--- src/hdl/e2cd_pkg.sv ---
// shared types, constants and tables for the epoch to civil date unit
// no dependencies; used by epoch_to_civil_date_unit and e2cd_checker
package e2cd_pkg;

  // port widths and stage count
  localparam int unsigned InDataW  = 64;
  localparam int unsigned OutDataW = 40;
  localparam int unsigned CfgW     = 33;
  localparam int unsigned Stages   = 12;

  localparam logic [CfgW-1:0] MaxEpochReset = 33'd4102444799;

  // calendar constants
  localparam logic [16:0] SecsPerDay  = 17'd86400;
  localparam logic [19:0] DayShift    = 20'd719468;
  localparam logic [19:0] DaysPerEra  = 20'd146097;
  localparam logic [17:0] LastDoe     = 18'd146096;
  localparam logic [17:0] DaysPerCent = 18'd36524;
  localparam logic [11:0] SecsPerHour = 12'd3600;
  localparam logic [11:0] YearsPerEra = 12'd400;
  localparam logic [11:0] YearBase    = 12'd1900;

  // reciprocals: for x below 2**n, x / d == (x * mul) >> (n + clog2(d))
  // with mul = floor(2**(n + clog2(d)) / d) + 1

  // whole days: (sec >> 7) / 675, sec >> 7 below 2**26
  localparam int unsigned DaySh  = 26 + $clog2(675);
  localparam logic [26:0] DayMul = 27'((64'd1 << DaySh) / 64'd675 + 64'd1);

  // weekday: (days + 4) / 7, below 2**17
  localparam int unsigned WdSh  = 17 + $clog2(7);
  localparam logic [17:0] WdMul = 18'((64'd1 << WdSh) / 64'd7 + 64'd1);

  // hour: rem / 3600, below 2**17
  localparam int unsigned HourSh  = 17 + $clog2(3600);
  localparam logic [17:0] HourMul = 18'((64'd1 << HourSh) / 64'd3600 + 64'd1);

  // minute: (rem % 3600) / 60, below 2**12
  localparam int unsigned MinSh  = 12 + $clog2(60);
  localparam logic [12:0] MinMul = 13'((64'd1 << MinSh) / 64'd60 + 64'd1);

  // leap correction: doe / 1460, below 2**18
  localparam int unsigned LeapSh  = 18 + $clog2(1460);
  localparam logic [18:0] LeapMul = 19'((64'd1 << LeapSh) / 64'd1460 + 64'd1);

  // year of era: t / 365, below 2**18
  localparam int unsigned YoeSh  = 18 + $clog2(365);
  localparam logic [18:0] YoeMul = 19'((64'd1 << YoeSh) / 64'd365 + 64'd1);

  // march-based month: (5 * doy + 2) / 153, below 2**11
  localparam int unsigned MonSh  = 11 + $clog2(153);
  localparam logic [11:0] MonMul = 12'((64'd1 << MonSh) / 64'd153 + 64'd1);

  // time of day and weekday, carried down the pipe
  typedef struct packed {
    logic [4:0] hour;
    logic [5:0] minute;
    logic [5:0] second;
    logic [2:0] wday;
  } hms_t;

  // first day of year (march based) for each march-based month
  function automatic logic [8:0] month_start(input logic [3:0] mp);
    logic [8:0] res;
    case (mp)
      4'd0:    res = 9'd0;
      4'd1:    res = 9'd31;
      4'd2:    res = 9'd61;
      4'd3:    res = 9'd92;
      4'd4:    res = 9'd122;
      4'd5:    res = 9'd153;
      4'd6:    res = 9'd184;
      4'd7:    res = 9'd214;
      4'd8:    res = 9'd245;
      4'd9:    res = 9'd275;
      4'd10:   res = 9'd306;
      4'd11:   res = 9'd337;
      default: res = 9'd0;
    endcase
    return res;
  endfunction

endpackage

--- src/hdl/epoch_to_civil_date_unit.sv ---
// epoch seconds to civil utc date and time, twelve register stages
// each accepted epoch passes through stages 1 to 11 in order, then the output register
// throughput: one epoch per cycle; each stage holds its item until the next frees
// the last stage is the output register; bubbles close up under a stall
// reset (rst_n low, synchronous) empties the pipe and loads max_epoch 4102444799
// depends on e2cd_pkg
module epoch_to_civil_date_unit (
  input  logic                               clk,
  input  logic                               rst_n,
  input  logic                               in_tvalid,
  output logic                               in_tready,
  input  logic [e2cd_pkg::InDataW-1:0]       in_tdata,   // [63:0] epoch_seconds
  output logic                               out_tvalid,
  input  logic                               out_tready,
  // [8:0] years_since_1900, [12:9] month_index, [17:13] day_of_month,
  // [22:18] hour_of_day, [28:23] minute_of_hour, [34:29] second_of_minute,
  // [37:35] weekday, [39:38] zero
  output logic [e2cd_pkg::OutDataW-1:0]      out_tdata,
  output logic                               out_tuser,  // [0] status
  input  logic                               cfg_we,
  input  logic [e2cd_pkg::CfgW-1:0]          cfg_wdata   // max_epoch
);

  localparam int unsigned NSt = e2cd_pkg::Stages;

  logic [e2cd_pkg::CfgW-1:0] max_epoch_r;
  logic [NSt:1]              vld_r, vld_nxt, vld_in;
  logic [NSt+1:1]            adv;

  // stage registers
  logic        s1_err_r;  logic [32:0] s1_sec_r;
  logic        s2_err_r;  logic [32:0] s2_sec_r;  logic [16:0] s2_days_r;
  logic        s3_err_r;  logic [16:0] s3_rem_r;  logic [19:0] s3_z_r;
  logic [16:0] s3_dp4_r;  logic [13:0] s3_wdq_r;
  logic        s4_err_r;  logic [16:0] s4_rem_r;  logic [19:0] s4_z_r;
  logic [2:0]  s4_era_r;  logic [4:0]  s4_hour_r; logic [2:0]  s4_wd_r;
  logic        s5_err_r;  logic [17:0] s5_doe_r;  logic [2:0]  s5_era_r;
  logic [11:0] s5_r2_r;   logic [4:0]  s5_hour_r; logic [2:0]  s5_wd_r;
  logic        s6_err_r;  logic [17:0] s6_doe_r;  logic [2:0]  s6_era_r;
  logic [6:0]  s6_q4y_r;  logic [2:0]  s6_qc_r;   logic        s6_last_r;
  logic [11:0] s6_r2_r;   logic [5:0]  s6_min_r;  logic [4:0]  s6_hour_r;
  logic [2:0]  s6_wd_r;
  logic        s7_err_r;  logic [17:0] s7_doe_r;  logic [2:0]  s7_era_r;
  logic [17:0] s7_t_r;    e2cd_pkg::hms_t s7_hms_r;
  logic        s8_err_r;  logic [17:0] s8_doe_r;  logic [2:0]  s8_era_r;
  logic [8:0]  s8_yoe_r;  e2cd_pkg::hms_t s8_hms_r;
  logic        s9_err_r;  logic [17:0] s9_doe_r;  logic [17:0] s9_yc_r;
  logic [11:0] s9_yr_r;   e2cd_pkg::hms_t s9_hms_r;
  logic        s10_err_r; logic [8:0]  s10_doy_r; logic [11:0] s10_yr_r;
  e2cd_pkg::hms_t s10_hms_r;
  logic        s11_err_r; logic [8:0]  s11_doy_r; logic [3:0]  s11_mp_r;
  logic [11:0] s11_yr_r;  e2cd_pkg::hms_t s11_hms_r;
  logic [e2cd_pkg::OutDataW-1:0] out_tdata_r;
  logic                          out_tuser_r;

  // next values
  logic        s1_err_nxt;
  logic [52:0] day_prod;
  logic [16:0] s2_days_nxt;
  logic [33:0] rem_full;
  logic [16:0] s3_dp4_nxt;
  logic [34:0] wd_prod;
  logic [2:0]  s4_era_nxt;
  logic [34:0] hour_prod;
  logic [16:0] wd_full;
  logic [19:0] doe_full;
  logic [16:0] r2_full;
  logic [36:0] q4y_prod;
  logic [2:0]  s6_qc_nxt;
  logic [24:0] min_prod;
  logic [17:0] s7_t_nxt;
  logic [11:0] sec_full;
  e2cd_pkg::hms_t s7_hms_nxt;
  logic [36:0] yoe_prod;
  logic [1:0]  cent;
  logic [17:0] s9_yc_nxt;
  logic [11:0] s9_yr_nxt;
  logic [10:0] mon_arg;
  logic [22:0] mon_prod;
  logic [8:0]  day_full;
  logic [3:0]  month_nxt;
  logic [11:0] year_adj;
  logic [8:0]  years_nxt;
  logic [e2cd_pkg::OutDataW-1:0] out_tdata_nxt;

  // configuration register
  always_ff @(posedge clk) begin
    if (!rst_n) begin
      max_epoch_r <= e2cd_pkg::MaxEpochReset;
    end else if (cfg_we) begin
      max_epoch_r <= cfg_wdata;
    end
  end

  // stage advance: a stage loads when empty or when its item moves on
  assign vld_in = {vld_r[NSt-1:1], in_tvalid};

  always_comb begin
    adv[NSt+1] = out_tready;
    for (int k = NSt; k >= 1; k--) begin
      adv[k] = !vld_r[k] || adv[k+1];
    end
    for (int k = 1; k <= NSt; k++) begin
      vld_nxt[k] = adv[k] ? vld_in[k] : vld_r[k];
    end
  end

  always_ff @(posedge clk) begin
    if (!rst_n) begin
      vld_r <= '0;
    end else begin
      vld_r <= vld_nxt;
    end
  end

  assign in_tready  = adv[1];
  assign out_tvalid = vld_r[NSt];
  assign out_tdata  = out_tdata_r;
  assign out_tuser  = out_tuser_r;

  // stage 1: range check
  assign s1_err_nxt = in_tdata[63] || (|in_tdata[62:33]) || (in_tdata[32:0] > max_epoch_r);

  // stage 2: whole days
  assign day_prod    = 53'(s1_sec_r[32:7]) * 53'(e2cd_pkg::DayMul);
  assign s2_days_nxt = day_prod[e2cd_pkg::DaySh +: 17];

  // stage 3: seconds of day, shifted day count, weekday quotient
  assign rem_full   = 34'(s2_sec_r) - 34'(s2_days_r) * 34'(e2cd_pkg::SecsPerDay);
  assign s3_dp4_nxt = s2_days_r + 17'd4;
  assign wd_prod    = 35'(s3_dp4_nxt) * 35'(e2cd_pkg::WdMul);

  // stage 4: era, hour, weekday
  always_comb begin
    s4_era_nxt = '0;
    for (int k = 1; k <= 5; k++) begin
      s4_era_nxt = s4_era_nxt + 3'(s3_z_r >= 20'(k * e2cd_pkg::DaysPerEra));
    end
  end
  assign hour_prod = 35'(s3_rem_r) * 35'(e2cd_pkg::HourMul);
  assign wd_full   = s3_dp4_r - 17'(s3_wdq_r) * 17'd7;

  // stage 5: day of era, seconds of hour
  assign doe_full = s4_z_r - 20'(s4_era_r) * e2cd_pkg::DaysPerEra;
  assign r2_full  = s4_rem_r - 17'(s4_hour_r) * 17'(e2cd_pkg::SecsPerHour);

  // stage 6: leap corrections, minute
  assign q4y_prod = 37'(s5_doe_r) * 37'(e2cd_pkg::LeapMul);
  always_comb begin
    s6_qc_nxt = '0;
    for (int k = 1; k <= 4; k++) begin
      s6_qc_nxt = s6_qc_nxt + 3'(s5_doe_r >= 18'(k * e2cd_pkg::DaysPerCent));
    end
  end
  assign min_prod = 25'(s5_r2_r) * 25'(e2cd_pkg::MinMul);

  // stage 7: corrected day count, second
  assign s7_t_nxt = s6_doe_r - 18'(s6_q4y_r) + 18'(s6_qc_r) - 18'(s6_last_r);
  assign sec_full = s6_r2_r - 12'(s6_min_r) * 12'd60;
  always_comb begin
    s7_hms_nxt.hour   = s6_hour_r;
    s7_hms_nxt.minute = s6_min_r;
    s7_hms_nxt.second = sec_full[5:0];
    s7_hms_nxt.wday   = s6_wd_r;
  end

  // stage 8: year of era
  assign yoe_prod = 37'(s7_t_r) * 37'(e2cd_pkg::YoeMul);

  // stage 9: days before year of era, march-based year
  assign cent = 2'(s8_yoe_r >= 9'd100) + 2'(s8_yoe_r >= 9'd200) + 2'(s8_yoe_r >= 9'd300);
  assign s9_yc_nxt = 18'(s8_yoe_r) * 18'd365 + 18'(s8_yoe_r[8:2]) - 18'(cent);
  assign s9_yr_nxt = 12'(s8_yoe_r) + 12'(s8_era_r) * e2cd_pkg::YearsPerEra;

  // stage 11: march-based month
  assign mon_arg  = 11'(s10_doy_r) * 11'd5 + 11'd2;
  assign mon_prod = 23'(mon_arg) * 23'(e2cd_pkg::MonMul);

  // stage 12: day, january-based month, year, packing
  assign day_full  = s11_doy_r - e2cd_pkg::month_start(s11_mp_r) + 9'd1;
  assign month_nxt = (s11_mp_r < 4'd10) ? s11_mp_r + 4'd2 : s11_mp_r - 4'd10;
  assign year_adj  = s11_yr_r + 12'(s11_mp_r >= 4'd10) - e2cd_pkg::YearBase;
  assign years_nxt = year_adj[8:0];
  assign out_tdata_nxt = s11_err_r ? '0 :
                         {2'b00, s11_hms_r.wday, s11_hms_r.second, s11_hms_r.minute,
                          s11_hms_r.hour, day_full[4:0], month_nxt, years_nxt};

  // payload registers
  always_ff @(posedge clk) begin
    if (adv[1]) begin
      s1_err_r <= s1_err_nxt;
      s1_sec_r <= in_tdata[32:0];
    end
    if (adv[2]) begin
      s2_err_r  <= s1_err_r;
      s2_sec_r  <= s1_sec_r;
      s2_days_r <= s2_days_nxt;
    end
    if (adv[3]) begin
      s3_err_r <= s2_err_r;
      s3_rem_r <= rem_full[16:0];
      s3_z_r   <= 20'(s2_days_r) + e2cd_pkg::DayShift;
      s3_dp4_r <= s3_dp4_nxt;
      s3_wdq_r <= wd_prod[e2cd_pkg::WdSh +: 14];
    end
    if (adv[4]) begin
      s4_err_r  <= s3_err_r;
      s4_rem_r  <= s3_rem_r;
      s4_z_r    <= s3_z_r;
      s4_era_r  <= s4_era_nxt;
      s4_hour_r <= hour_prod[e2cd_pkg::HourSh +: 5];
      s4_wd_r   <= wd_full[2:0];
    end
    if (adv[5]) begin
      s5_err_r  <= s4_err_r;
      s5_doe_r  <= doe_full[17:0];
      s5_era_r  <= s4_era_r;
      s5_r2_r   <= r2_full[11:0];
      s5_hour_r <= s4_hour_r;
      s5_wd_r   <= s4_wd_r;
    end
    if (adv[6]) begin
      s6_err_r  <= s5_err_r;
      s6_doe_r  <= s5_doe_r;
      s6_era_r  <= s5_era_r;
      s6_q4y_r  <= q4y_prod[e2cd_pkg::LeapSh +: 7];
      s6_qc_r   <= s6_qc_nxt;
      s6_last_r <= (s5_doe_r == e2cd_pkg::LastDoe);
      s6_r2_r   <= s5_r2_r;
      s6_min_r  <= min_prod[e2cd_pkg::MinSh +: 6];
      s6_hour_r <= s5_hour_r;
      s6_wd_r   <= s5_wd_r;
    end
    if (adv[7]) begin
      s7_err_r <= s6_err_r;
      s7_doe_r <= s6_doe_r;
      s7_era_r <= s6_era_r;
      s7_t_r   <= s7_t_nxt;
      s7_hms_r <= s7_hms_nxt;
    end
    if (adv[8]) begin
      s8_err_r <= s7_err_r;
      s8_doe_r <= s7_doe_r;
      s8_era_r <= s7_era_r;
      s8_yoe_r <= yoe_prod[e2cd_pkg::YoeSh +: 9];
      s8_hms_r <= s7_hms_r;
    end
    if (adv[9]) begin
      s9_err_r <= s8_err_r;
      s9_doe_r <= s8_doe_r;
      s9_yc_r  <= s9_yc_nxt;
      s9_yr_r  <= s9_yr_nxt;
      s9_hms_r <= s8_hms_r;
    end
    if (adv[10]) begin
      s10_err_r <= s9_err_r;
      s10_doy_r <= 9'(s9_doe_r - s9_yc_r);
      s10_yr_r  <= s9_yr_r;
      s10_hms_r <= s9_hms_r;
    end
    if (adv[11]) begin
      s11_err_r <= s10_err_r;
      s11_doy_r <= s10_doy_r;
      s11_mp_r  <= mon_prod[e2cd_pkg::MonSh +: 4];
      s11_yr_r  <= s10_yr_r;
      s11_hms_r <= s10_hms_r;
    end
    if (adv[12]) begin
      out_tdata_r <= out_tdata_nxt;
      out_tuser_r <= s11_err_r;
    end
  end

endmodule

--- config.mk ---
export PLATFORM = sky130hd
export DESIGN_NAME = epoch_to_civil_date_unit
export DESIGN_NICKNAME = d
export VERILOG_FILES = /design/src/hdl/e2cd_pkg.sv /design/src/hdl/epoch_to_civil_date_unit.sv
export SDC_FILE = /design/constraint.sdc
export NUM_CORES = 2
export LEC_CHECK = 0
export BUFFER_PORTS_ARGS = -buffer_cell sky130_fd_sc_hd__buf_2
export CORE_MARGIN = 2
export CORE_UTILIZATION = 50
export DETAILED_ROUTE_END_ITERATION = 8
export PLACE_DENSITY = 0.73
export SLEW_MARGIN = 20
export SYNTH_ARGS = -nofsm -noshare
export SYNTH_HDL_FRONTEND = slang
export SYNTH_SLANG_ARGS = --single-unit
--- constraint.sdc ---
create_clock -name clk -period 14.8 [get_ports clk]
set_input_delay 1.48 -clock clk [delete_from_list [all_inputs] [get_ports clk]]
set_output_delay 1.48 -clock clk [all_outputs]
set_load 0.01 [all_outputs]
## Word-level counts from Yosys, hierarchy flattened

Memories as Yosys holds them, arrays and structs flattened. A register that Yosys moved wholly into a read port is not among the register bits.
Cells that the tools add are included.

| cells by class | value |
|---|---|
| add/subtract/negate cells | 30 |
| $mul | 15 |
| $lt $le $gt $ge | 15 |
| eq/ne operators | 1 |
| mux-type cells | 2 |
| reduce and logical (&&, ||, !) cells | 27 |

Operators with widths:

| cell | count |
|---|---|
| multiplier 17 x 18 -> 34 bit (second input constant) | 2 |
| multiplier 18 x 16 -> 33 bit (second input constant) | 2 |
| multiplier 26 x 27 -> 53 bit (second input constant) | 1 |
| greater-or-equal comparator 20 x 19 -> 1 bit (second input constant) | 2 |
| greater-or-equal comparator 20 bit (second input constant) | 2 |
| greater-or-equal comparator 18 x 17 -> 1 bit (second input constant) | 2 |
| > comparator 33 bit | 1 |
| OR reduction 30 bit | 1 |
| multiplier 11 x 12 -> 23 bit (second input constant) | 1 |
| multiplier 12 x 12 -> 23 bit (second input constant) | 1 |
| adder 17 x 20 -> 20 bit (second input constant) | 1 |
| greater-or-equal comparator 20 x 18 -> 1 bit (second input constant) | 1 |
| adder 18 x 3 -> 18 bit | 1 |
| == test 18 bit (second input constant) | 1 |
| greater-or-equal comparator 18 x 16 -> 1 bit (second input constant) | 1 |
| greater-or-equal comparator 18 bit (second input constant) | 1 |
| multiplier 3 x 18 -> 18 bit (second input constant) | 1 |
| subtractor 18 x 1 -> 18 bit | 1 |
| subtractor 18 bit | 1 |
| subtractor 18 x 7 -> 18 bit | 1 |
| adder 17 x 3 -> 17 bit (second input constant) | 1 |
| multiplier 17 x 10 -> 10 bit (second input constant) | 1 |
| subtractor 17 bit | 1 |
| logical OR 1 bit | 14 |
| other kinds (31) | 48 |

| word-level totals | value |
|---|---|
| flip-flop bits (word level) | 566 |
| bits in read-only memories | 144 |
| output and inout port bits | 43 |
| word-level logic and storage cells | 178 |
| memories kept | 1 |

Memories:

| memory | depth | width | read ports | clocked after Yosys merged registers in | wr ports | RTL line | RTL |
|---|---|---|---|---|---|---|---|
| (no name shown) | 16 | 9 | 1 | 1 | 0 | e2cd_pkg.sv:65 | `case (mp)` |

## Depth between registers and ports, before layout

| depth | value |
|---|---|
| word-level depth | 13 |
| depth in mapped cells | 35 |
| mapped depth without buffers | 35 |

## Worst setup path before layout

Ideal clock, no wire load.

| timing | value |
|---|---|
| kind | reg2reg |
| from | register s10_doy_r[1] |
| to | register (tool-made name) |
| arrival time | 7.399 ns |
| data required time | 14.697 ns |
| setup slack | 7.297 ns |
| cell stages (with the launch flop) | 31 |
| buffers on the path | 0 |
| clock period less this slack | 7.503 ns |
| path through | edfxtp_1 > ha_1 > ha_1 > a31oi_1 > nor2b_1 > o21a_1 > o21a_1 > o21ai_0 > nand2b_1 > a21oi_1 > o21bai_1 > xor2_1 > ha_1 > inv_1 > fa_1 > fa_1 > fa_1 > fa_1 > inv_1 > ha_1 > a21o_1 > a2111oi_2 > o21ai_1 > o22a_1 > a21oi_1 > o21bai_1 > xor2_1 > mux2i_1 > ha_1 > and3b_1 > a2111oi_2 |

RTL lines:

| element | RTL line | RTL |
|---|---|---|
| start, declared | epoch_to_civil_date_unit.sv:49 | `logic s10_err_r; logic [8:0] s10_doy_r; logic [11:0] s10_yr_r;` |
| start signal, assigned | epoch_to_civil_date_unit.sv:257 | `s10_doy_r <= 9'(s9_doe_r - s9_yc_r);` |

==> impl_metrics.json <==
{
  "crit_family": "adder cells",
  "fin_crit_ns": 8.191,
  "fin_skew_ns": 0.06127,
  "ios": 145,
  "tightest_slew_ns": 1.082,
  "synth_top_area_frac": 0.2791,
  "dr.pass1.iters": 5,
  "grt-ovfl-total": 0,
  "synthArstFlopShare": 0,
  "wl_per_cell_um": 16.18,
  "cp.arrival_ns": 8.68,
  "r2r_cells": 30,
  "synthMuxAreaShare": 0.003969,
  "grt_max_degree": 56,
  "grt_antenna_before_repair": 1,
  "cts_max_level": 2,
  "final_area_sq_mm": 0.05867,
  "grt_usage": 0.1894,
  "fin_crit_sh": 0.5535,
  "critPathRequiredTime_ns": 15.29,
  "post_cts_buffers": 0,
  "fmax_mhz": 122.1,
  "clockRootBuffer": "clkbuf_16",
  "ant_nets": 0,
  "cts_made_buffers": 58,
  "seq_area_frac_synth": 0.2976,
  "status": "complete, no violations",
  "r2r_setup_slack_ns": 6.61,
  "cp_num_buf_inv": 2,
  "die_w_um": 333.3,
  "syn_area_per_cell_sq_um": 11.89,
  "die_y_um": 333.3,
  "fin_util": 0.5465,
  "crit_path_max_fanout": 6,
  "yosysTopAreaCell": "edfxtp_1",
  "cts_sinks": 554,
  "yosys_warnings": 0,
  "cts_hold_buf": 0,
  "synth_compound_area_frac": 0.05012,
  "synthAdderAreaFrac": 0.4921,
  "initial_core_util": 0.5051,
  "yosys.area_share.simple": 0.04124,
  "crit_path_frequent_cell": "ha_1",
  "hold_start": "s10_yr_r[6]",
  "synthTopCellsByArea": "edfxtp_1 (28%), ha_1 (27%), fa_1 (22%)",
  "grt_pass1_wl_um": 170800,
  "synth-edff-count": 504,
  "coreArea_sq_mm": 0.1074,
  "via_per_inst": 5.078,
  "cts_tree": "yes",
  "grt_pass1_vias": 33880,
  "drt_iter0_markers": 1380,
  "die-area_sq_mm": 0.1111,
  "worstHoldPathType": "flop to flop",
  "timing.rr.start": "s10_doy_r[1]",
  "clkSlewWorstSetupHoldPaths_ns": 0.06,
  "synth_top_family_by_area": "adder cells",
  "synthXorXnorAreaFrac": 0.03586,
  "synthCells": 4562,
  "crit_path_end_kind": "flop",
  "routed_wl_um": 100500,
  "place_ws_ns": 6.680,
  "cp_slowest_cell": "fa_1",
  "ys_ff_latch": 554,
  "rsz0062_at_grt": "no",
  "drv_slew": 0,
  "gp_congestion": 0.9104,
  "postCtsResizedCells": 0,
  "finalWorstSetupSlack_ns": 6.609,
  "dp_hpwl_um": 83650,
  "cp_slowest_stage_delay_ns": 0.54,
  "synthFlopType": "edfxtp_1",
  "layout_commonest_cell": "ha_1",
  "fin_setup_tns_ns": 0,
  "setup_viol": 0,
  "vias": 31550,
  "rows": 120,
  "whs_endpoint": "s11_yr_r[6]",
  "syn_area_sq_mm": 0.05422,
  "final_cell_mix": "ha_1 (1,187), inv_1 (1,113), fa_1 (591), edfxtp_1 (504), xnor2_1 (160)",
  "portBuffers": 142,
  "nNetsFinal": 6638,
  "drive_gt1_frac": 0.05825,
  "start_kind": "flop",
  "cts_max_path_buffers": 3,
  "drcViolationCount": 0,
  "areaGrowthSynthToFinish_pct": 8.199,
  "post_dp_cell_area_sq_mm": 0.05672,
  "slew_headroom": 0.2784,
  "cap_violations": 0,
  "hold_viol": 0,
  "clock_latency_ns": 0.64,
  "crit_type": "flop to flop",
  "min_path_cells": 0,
  "yosysUniqueCellTypes": 70
}
==> worst register-to-register path: cells and delay by family, from the launching register on <==
kind / cells / cell delay, ns
buffers and inverters: 2 / 0.13
xor gates and xnor gates: 2 / 0.49
AOI/OAI and AO/OA: 12 / 2.50
muxes: 1 / 0.26
and+or+nand+nor: 4 / 0.62
DFF: 1 / 0.48
adders and majority gates: 9 / 3.58
==> stage by stage <==
stage	std cells	hold slack, ns
finish	6212	0.3619
global route	6211	0.3767
CTS	6209	0.3515
detailed placement	6100	0.4045
global placement	6100	0.4001
floorplan	4563	0.4003
==> metal layers <==
| metal | vias up | GRT usage | part of all wire | wire length (um) |
|---|---|---|---|---|
| met3 | 164 | 0.02018 | 0.035 | 3555 |
| met4 | 0 | 0.05103 | 0.027 | 2723 |
| met2 | 525 | 0.3359 | 0.50 | 50210 |
| li1 | 15440 | - | - | - |
| met5 | - | 0 | 0 | 0 |
| met1 | 15420 | 0.2464 | 0.44 | 44050 |
==> cell families (layout without fill, tap and decap cells) <==
kind of cell	Yosys count	after routing
AND/OR/NAND/NOR	437	437
buffers and inverters	1140	1384
AO/OA/AOI/OAI	410	410
other	1	4
adder cells (fa/ha/maj)	1778	1778
flip-flops	554	554
XOR/XNOR	222	222
multiplexers	20	20
==> state kept, by name, indices dropped and copies added, names as in the netlist, 12 cells and up, named ones only <==
name	cells
max_epoch_r	33
out_tdata	38
s10_hms_r	20
s11_hms_r	20
s1_sec_r	33
s2_days_r	17
s2_sec_r	17
s3_rem_r	17
s3_z_r	17
s4_rem_r	12
s4_z_r	18
s5_doe_r	18
s5_r2_r	12
s6_doe_r	18
s7_hms_r	20
s7_t_r	18
s8_hms_r	20
s9_hms_r	20
vld_r	12
==> layout make-up <==
type | instances | area [sq um]
fillers | 8895 | 48690
multi-input cells | 2869 | 33810
flip-flops and latches | 554 | 16140
inverters | 1117 | 4193
well taps | 1403 | 1755
clock buffers | 73 | 1548
repair buffers | 158 | 838.3
clock inverters | 36 | 381.6
diodes | 2 | 5.005
==> synth_stat cells (6+ instances only) <==
library cell and instances:
nor2_1 91, o21a_1 19, or3_1 9, nand2b_1 23, a211o_1 10, nor2b_1 74
a2111oi_0 7, clkbuf_1 20, or2_2 6, o211ai_1 26, o21ai_1 9, a21o_1 65
a21oi_1 114, a211oi_1 11, xnor2_1 160, dfxtp_1 50, o21bai_1 17, and2_1 6
inv_1 1116, edfxtp_1 504, ha_1 1187, a31oi_1 13, nand4_1 27, nand3_1 33
o21ai_0 68, xor2_1 62, mux2i_1 17, nor3_1 30, nor4_1 14, nand2_1 92
and3_1 14, a21boi_0 6, fa_1 591
==> worst max path at each step <==
stage | from | end | slack [ns] | cells after the start
after floorplan | s10_doy_r[1] | flop | 7.30 | 30
after global placement | s10_doy_r[1] | flop | 6.88 | 30
after detailed placement | s10_doy_r[1] | flop | 6.68 | 30
after CTS | s10_doy_r[1] | flop | 6.62 | 30
after global routing | s10_doy_r[1] | flop | 6.09 | 30
final | s10_doy_r[1] | flop | 6.61 | 30
Power is left out: the tool's default activity adds up to more than one toggle a clock period on the data nets, which glitch-free logic cannot reach.
